$ cat src/design/pckn_pkg.sv
// Shared types and constants for the per-class nearest-neighbor selector.
package pckn_pkg;

  localparam int unsigned INDEX_BITS   = 16;
  localparam int unsigned DIST_BITS    = 32;
  localparam int unsigned MODE_W       = 2;
  localparam int unsigned CLASS_W      = 3;
  localparam int unsigned RSLOT_W      = 4;
  localparam int unsigned COUNT_W      = 5;
  localparam int unsigned CFG_ADDR_W   = 3;
  localparam int unsigned CFG_DATA_W   = 32;
  localparam logic [COUNT_W-1:0] K_RESET = 5'd10;

  typedef enum logic [0:0] {
    REG_NEIGHBOUR_COUNT = 1'b0,
    REG_QUERY_INDEX     = 1'b1
  } reg_e;

  typedef enum logic [MODE_W-1:0] {
    MODE_CLEAR = 2'd0,
    MODE_OFFER = 2'd1,
    MODE_READ  = 2'd2
  } mode_e;

  typedef enum logic [2:0] {
    S_IDLE,
    S_DECIDE,
    S_CMP,
    S_READ,
    S_SCAN,
    S_FINISH
  } state_e;

  typedef struct packed {
    logic [MODE_W-1:0]     mode;
    logic [INDEX_BITS-1:0] cand_index;
    logic [CLASS_W-1:0]    class_id;
    logic [DIST_BITS-1:0]  cand_distance;
    logic [RSLOT_W-1:0]    read_slot;
  } item_t;

  typedef struct packed {
    logic                  accepted;
    logic                  bad_class;
    logic [RSLOT_W-1:0]    written_slot;
    logic [COUNT_W-1:0]    stored_count;
    logic [DIST_BITS-1:0]  worst_distance;
    logic [DIST_BITS-1:0]  entry_distance;
    logic [INDEX_BITS-1:0] entry_index;
    logic                  entry_valid;
  } result_t;

endpackage

$ cat src/design/pckn_scan.sv
// Shared compare unit: tracks the first maximum distance over a slot sweep.
module pckn_scan #(
  parameter int unsigned SLOT_W = 4
) (
  input  logic                           clk_i,
  input  logic                           valid_i,
  input  logic [SLOT_W-1:0]              slot_i,
  input  logic [pckn_pkg::DIST_BITS-1:0] dist_i,
  output logic [SLOT_W-1:0]              best_slot_o,
  output logic [pckn_pkg::DIST_BITS-1:0] worst_dist_o
);
  import pckn_pkg::*;

  logic [SLOT_W-1:0]    best_q, best_d;
  logic [DIST_BITS-1:0] worst_q, worst_d;
  logic                 take;

  // slot zero opens a new sweep
  assign take = valid_i && ((slot_i == '0) || (dist_i > worst_q));

  always_comb begin
    best_d  = best_q;
    worst_d = worst_q;
    if (take) begin
      best_d  = slot_i;
      worst_d = dist_i;
    end
  end

  always_ff @(posedge clk_i) begin
    best_q  <= best_d;
    worst_q <= worst_d;
  end

  assign best_slot_o  = best_q;
  assign worst_dist_o = worst_q;

endmodule

$ cat config.mk
export PLATFORM = sky130hd
export DESIGN_NAME = pckn_scan
export DESIGN_NICKNAME = d
export VERILOG_FILES = /design/src/design/pckn_pkg.sv /design/src/design/pckn_scan.sv
export SDC_FILE = /design/constraint.sdc
export NUM_CORES = 1
export LEC_CHECK = 0
export BUFFER_PORTS_ARGS = -buffer_cell sky130_fd_sc_hd__buf_2
export CAP_MARGIN = 25
export CORE_UTILIZATION = 50
export CTS_BUF_LIST = sky130_fd_sc_hd__clkbuf_8
export CTS_CLUSTER_SIZE = 20
export DETAILED_ROUTE_END_ITERATION = 7
export PLACE_DENSITY = 0.81
export SLEW_MARGIN = 10
export SYNTH_ARGS = -nofsm -noshare
export SYNTH_HDL_FRONTEND = slang
export SYNTH_SLANG_ARGS = --single-unit
$ cat constraint.sdc
create_clock -name clk_i -period 7.85 [get_ports clk_i]
set_input_delay 0.785 -clock clk_i [delete_from_list [all_inputs] [get_ports clk_i]]
set_output_delay 0.785 -clock clk_i [all_outputs]
set_load 0.03 [all_outputs]
After elaboration in Yosys (flattened, before gate mapping)
Index checks and enable logic that the tools add are counted.

Order comparisons: 1. Reduce and logical (&&, ||, !) cells: 3.

Operator list (count): $gt A32 B32 Y1 (1); $logic_not A4 Y1 (1); $logic_and A1 B1 Y1 (1); $logic_or A1 B1 Y1 (1).

Register bits: 36. Input port bits: 38. Output and inout bits: 36. Logic and storage cells: 6.

Logic depth before layout (Yosys ltp)
Gate-level depths: netlist of the first run.

Word-level depth: 3. Depth in mapped cells: 7. Gate-level depth less buffers: 7.

Worst setup path before layout of the first run
No wires, ideal clock.

Path kind: in2reg. From: input port dist_i[11] in the netlist's numbering. To: register best_q[0], in the netlist best_slot_o[0] (enable). Library setup time: 0.439 ns. Arrival: 3.458 ns. Required time: 7.411 ns. Setup slack: 3.953 ns. Cell stages on the path: 6. Buffers on the path: 0. Path through: ha_1 -> nand4_1 -> nor4_2 -> a21boi_2 -> o41ai_1 -> a21boi_1.

Longest elaborated chain between the ends: 3.

RTL lines: start, declared (line pckn_scan.sv:8) `input logic [pckn_pkg::DIST_BITS-1:0] dist_i,`; $gt A32 B32 Y1 (line pckn_scan.sv:19) `assign take = valid_i && ((slot_i == '0) || (dist_i > worst_q));`; $logic_or A1 B1 Y1 (line pckn_scan.sv:19); $logic_and A1 B1 Y1 (line pckn_scan.sv:19); named net take (line pckn_scan.sv:16) `logic take;`; end signal, assigned (line pckn_scan.sv:31) `best_q <= best_d;`; end, declared (line pckn_scan.sv:14) `logic [SLOT_W-1:0] best_q, best_d;`.

The timed path passes the listed nets, and every way through them passes these cells. A chain may end at the register's enable or synchronous reset.

Worst setup path after layout of the first run
From: input port dist_i[27] in the netlist's numbering. To: register worst_q[20], in the netlist worst_dist_o[20] (enable).

Longest elaborated chain between the ends: 3.

RTL lines: $gt A32 B32 Y1 (line pckn_scan.sv:19); $logic_or A1 B1 Y1 (line pckn_scan.sv:19); $logic_and A1 B1 Y1 (line pckn_scan.sv:19); named net take (line pckn_scan.sv:16); end signal, assigned (line pckn_scan.sv:32) `worst_q <= worst_d;`; end, declared (line pckn_scan.sv:15) `logic [DIST_BITS-1:0] worst_q, worst_d;`.

The timed path passes the listed nets, and every way through them passes these cells.

==> metrics.txt, run 1 <==
status=complete, no violations; total number of vias=1381; initial antenna violation count=0; Final Hold Viols=0; Syn Std Cell Area=1940 um2; Post-synth ARST share=0%; final setup fails=0; top_reg_cell synth=edfxtp_1; Yosys warnings=0; post-synth top area cell=edfxtp_1; Worst Path Class, Setup=in2reg; CTS tree=done; boundary pin count=74; sequential area share after synthesis=55.7%; Row Count=22; HP Class=in2reg; nature of the critical path startpoint=primary input; nets=301; pwr/cell area=181 nW/um2; synth top area cells=edfxtp_1 56%, ha_1 21%, inv_1 6.4%; worst-skew pair later-pin latency=290 ps; area growth from synthesis to layout=28.2%; EDFF count, synth=36; area occupied by multi-input gates=747 um2; antenna diode count=0; setup TNS=0 ps; CTS resizes=0; die height=64.3 um; total global routing overflow=0; DRT antenna net count=0; VDD IR max=between 0.1 and 0.15 mV; Routed Wire Length=~3600 um; CTS clk-pin slew, worst paths=approximately 70 ps; Hold-fix buffers, CTS=0; worst-margin pin slew=524 ps; Final period util=33.9%; drt pass-1 iters=4; routability cong.=0.703; CP endpoint kind=flop; Hold WS=about 700 ps; post-layout min period=2670 ps; Die X=64.3 um; Root Driver=clkbuf_8; CP Data Required Time=7840 ps; die area=4130 um2; vias in the first global route=1302; total track usage=between 10% and 20%; clk buf depth=2; drt drc=0; first-pass GRT wire length=5850 um; Avg Inst Size Synth=12.9 um2; postcts setup bufs=0; DR vias/cell=4.93; syn nets=220; CP Max Fanout=24; max-cap violations=0; Placeable Area=3690 um2; routed len/inst=between 10 and 15 um; synthesized flop and latch total=36; register area=1080 um2; fmax=375 MHz; cell count after synthesis=150; count leader, synth=edfxtp_1; post-DP HPWL=~3000 um; Yosys cell types=26; initial drt markers=between 50 and 60; layout cells sized above 1=37.9%; Initial Utilization=a little over half; Max Slew Vio Count=0; RSZ-0062 raised after global routing=no; largest net degree at the start of global routing=25; PortBufs=73; post-synth top area share=55.7%; leakage power=around 1.2 nW; worst rel slew slack=between 60% and 70%; worst path arrival time=2660 ps; Layout fillers=300; Post-synth top cells=36 x edfxtp_1, 33 x inv_1, 32 x ha_1; CTS H-Tree Depth=2; clk_skew=3.34 ps; CTS sink cnt=36; Num CTS Buffers=5
state kept, by name (all words and copies together) (netlist names):
name and count:
best_slot_o 4, worst_dist_o 32
report_power, final:
group	switching, mW	total (mW)	internal [mW]	leakage [nW]
combinational	0.0604	0.0951	0.0347	0.837
sequential	0.00481	0.232	0.227	0.336
clock	0.0638	0.124	0.0602	0.0453
total	0.129	0.451	0.322	1.22
worst paths after layout:
kind / depth (start not counted) / from / to / slack [ps]
max reg2reg: 7 / worst_dist_o[27]$_DFFE_PP_ / worst_dist_o[20]$_DFFE_PP_ / 5400
min reg2reg: 5 / worst_dist_o[0]$_DFFE_PP_ / worst_dist_o[5]$_DFFE_PP_ / 1170
max: 7 / dist_i[27] / worst_dist_o[20]$_DFFE_PP_ / 5190
min: 1 / slot_i[1] / best_slot_o[1]$_DFFE_PP_ / 690
layer usage:
layer  vias to the layer above  routed length, um  track usage, %
met5                         -                  0               0
met4                         0                 23            6.67
met3                         2                223            6.79
met2                        43               1620            28.9
met1                       621               1690            25.4
li1                        715                  -               -
metrics by stage:
step | instances | util, % | cell area (um2) | power [mW] | setup slack, ps
after floorplan | 150 | - | 1940 | 0.297 | 3950
after global placement | 271 | 64.5 | 2380 | 0.326 | 4620
after detailed placement | 272 | 65.2 | 2400 | 0.332 | 4860
after CTS | 280 | 67.4 | 2490 | 0.455 | 5170
after global routing | 280 | 67.4 | 2490 | 0.475 | 5040
final | 280 | 67.4 | 2490 | 0.451 | 5190
logic make-up after synthesis:
logic type	count (synthesis)	synth area share, %
compound gates	26	9.22
flops	36	55.7
fa+ha+maj	32	20.6
buf+inv	33	6.38
simple gates	23	8.06
critical path, stage by stage:
cell	delay [ps]
buf_2	110
ha_1	310
nand4_1	220
nor4_4	340
o41ai_1	160
a21boi_4	480
buf_16	240
cells in the final DEF (no fill, tap or decap), drive strengths merged:
cell type and count:
o21ai 1, inv 33, a31oi 1, clkinv 3, a211oi 1, o211ai 1, nand4 7, nor2b 1
a21oi 11, buf 74, nand2 4, a211o 1, nor2 2, o21a 1, o2bb2ai 1, nor4 4
a21o 3, a2111oi 1, o41ai 1, clkbuf 5, ha 32, nand3 5, edfxtp 36, a21boi 3
cell type report:
type | instances | area share [%]
clock buffers | 5 | 2.77
clock inverters | 3 | 0.553
repair buffers | 74 | 15.8
multi-input cells | 81 | 30.0
well taps | 48 | 2.41
inverters | 33 | 4.98
flip-flops and latches | 36 | 43.5
Power figures use the tool's default switching activity.
==> run 2, diff against run 1 <==
clock period = 2.5 ns   (was 7.85 ns; I/O delays follow)
==> metrics.txt, run 2 (synthesized netlist as in run 1, its figures left out) <==
most common cell after layout, fill and taps aside=buf_2; clk_skew=1.78 ps (-1.57 ps); Layout fillers=294 (-2.0%); Routed Wire Length=3400 um (-4.4%); Die X=64.3 um (unchanged); CTS H-Tree Depth=2 (unchanged); worst path arrival time=2180 ps (-480 ps); RSZ-0062 raised after global routing=no; Final Hold Viols=0 (unchanged); placed standard-cell area=2440 um2 (+1.4%); Worst Path Class, Setup=reg2reg; max-cap violations=0 (unchanged); status=complete, no violations; clk buf depth=2 (unchanged); worst path bufs/invs=2 (unchanged); worst-margin pin slew=477 ps (-47.2 ps); CTS clk-pin slew, worst paths=60 ps (about the same); Placeable Area=3690 um2 (unchanged); area growth from synthesis to layout=29.7%; Hold-fix buffers, CTS=0 (unchanged); CTS resizes=0 (unchanged); area occupied by multi-input gates=779 um2 (+4.4%); worst rel slew slack=67.9% (+3.3 points); hold path start=dist_i[0]; Reg2Reg Launch Point=worst_dist_o[30]$_DFFE_PP_; first-pass GRT wire length=5580 um (-4.7%); CP startpoint=worst_dist_o[30]$_DFFE_PP_; nature of the critical path startpoint=flop; CP peak stage delay=350 ps (-130 ps); drt pass-1 iters=4 (unchanged); die area=4130 um2 (unchanged); post-layout min period=2200 ps; Worst path slowest cell=edfxtp_1; largest net degree at the start of global routing=19 (-24%); PortBufs=73 (unchanged); Initial Utilization=52.6% (unchanged); dpl ws=262 ps (-4600 ps); final core occ=68.2% (+0.81 points); HP Class=in2reg; Row Count=22 (unchanged); drt drc=0 (unchanged); total number of vias=1391 (+0.72%); total global routing overflow=0 (unchanged); boundary pin count=74 (unchanged); CTS sink cnt=36 (unchanged); CP Max Fanout=18 (-25%); CTS tree=done; Final period util=88.1%; leakage power=1.23 nW (+0.71%); fmax=454 MHz; routed len/inst=12.1 um (-4.7%); die height=64.3 um (unchanged); post-DP HPWL=2800 um (-3.9%); commonest non-fill, non-tap cells in the layout=73 x buf_2, 36 x edfxtp_1, 33 x inv_1, 30 x ha_1, 11 x a21oi_1; total track usage=17.9% (-1.2 points); Num CTS Buffers=5 (unchanged); register area=1080 um2 (unchanged); initial antenna violation count=0 (unchanged); cells along the critical path=inv_1, ha_1, nand4_1, nor4_4, o41ai_2, a21boi_4, buf_4; final setup fails=0 (unchanged); vias in the first global route=1309 (+0.54%); max reg flops=32 (unchanged); worst setup margin=297 ps (-4890 ps); antenna diode count=0 (unchanged); DRT antenna net count=0 (unchanged); postcts setup bufs=0 (unchanged); initial drt markers=65 (+23%); VDD IR max=0.331 mV (+180%); Final Instance Area=2520 um2 (+1.2%); Max Slew Vio Count=0 (unchanged); DR vias/cell=4.95 (+0.37%); CP Data Required Time=2470 ps (-5370 ps); nets=302 (+0.33%); routability cong.=0.803 (+14%); layout cells sized above 1=39.5% (+1.6 points); worst-skew pair later-pin latency=280 ps (about the same); pwr/cell area=557 nW/um2 (+210%); Top delay family on crit path=simple AND/OR/NAND/NOR gates; CP endpoint kind=flop; Root Driver=clkbuf_8
[run 2: cell types whose count changed in the layout (fill, tap and decap cells not counted)]
cell / delta
o41ai_2: +1
buf_16: -1
clkinv_2: -2
buf_4: +1
buf_12: +1
o41ai_1: -1
ha_4: +2
inv_2: +2
ha_1: -2
[run 2: routing by layer]
layer  share of wire (%)  vias to the layer above  wire length, um  global-route usage [%]
li1                    -                      714                -                       -
met3                 5.8                        7              197                    4.64
met2                  47                       43             1590                    27.9
met5                   0                        -                0                       0
met4                 1.5                        0               51                    7.50
met1                  46                      627             1570                    23.7
[run 2: metrics by stage]
| step | setup TNS [ps] | instances | hold slack, ps | power [mW] |
|---|---|---|---|---|
| final | 0 | 281 | 154 | 1.40 |
| after global routing | 0 | 281 | 145 | 1.48 |
| after CTS | 0 | 281 | 146 | 1.42 |
| after detailed placement | 0 | 273 | 444 | 1.04 |
| after global placement | 0 | 273 | 441 | 1.04 |
| after floorplan | -3830 | 150 | 349 | 0.936 |
[run 2: cell type report]
cell class,count,area share [%]
clock inverters,3,0.447
well taps,48,2.39
multi-input cells,81,31.0
repair buffers,75,15.6
inverters,33,4.92
flip-flops and latches,36,42.9
clock buffers,5,2.73
[run 2: worst paths after layout]
kind | end | slack [ps] | depth (start not counted)
max reg2reg | best_slot_o[2]$_DFFE_PP_ | 300 | 7
min reg2reg | worst_dist_o[5]$_DFFE_PP_ | 1220 | 6
max | best_slot_o[2]$_DFFE_PP_ | 300 | 7
min | worst_dist_o[0]$_DFFE_PP_ | 150 | 1
[run 2: power breakdown]
part           internal (mW)  switching (mW)  total [mW]
Clock                  0.185           0.187       0.372
Sequential             0.713          0.0157       0.729
Combinational          0.111           0.190       0.300
Total                   1.01           0.392        1.40
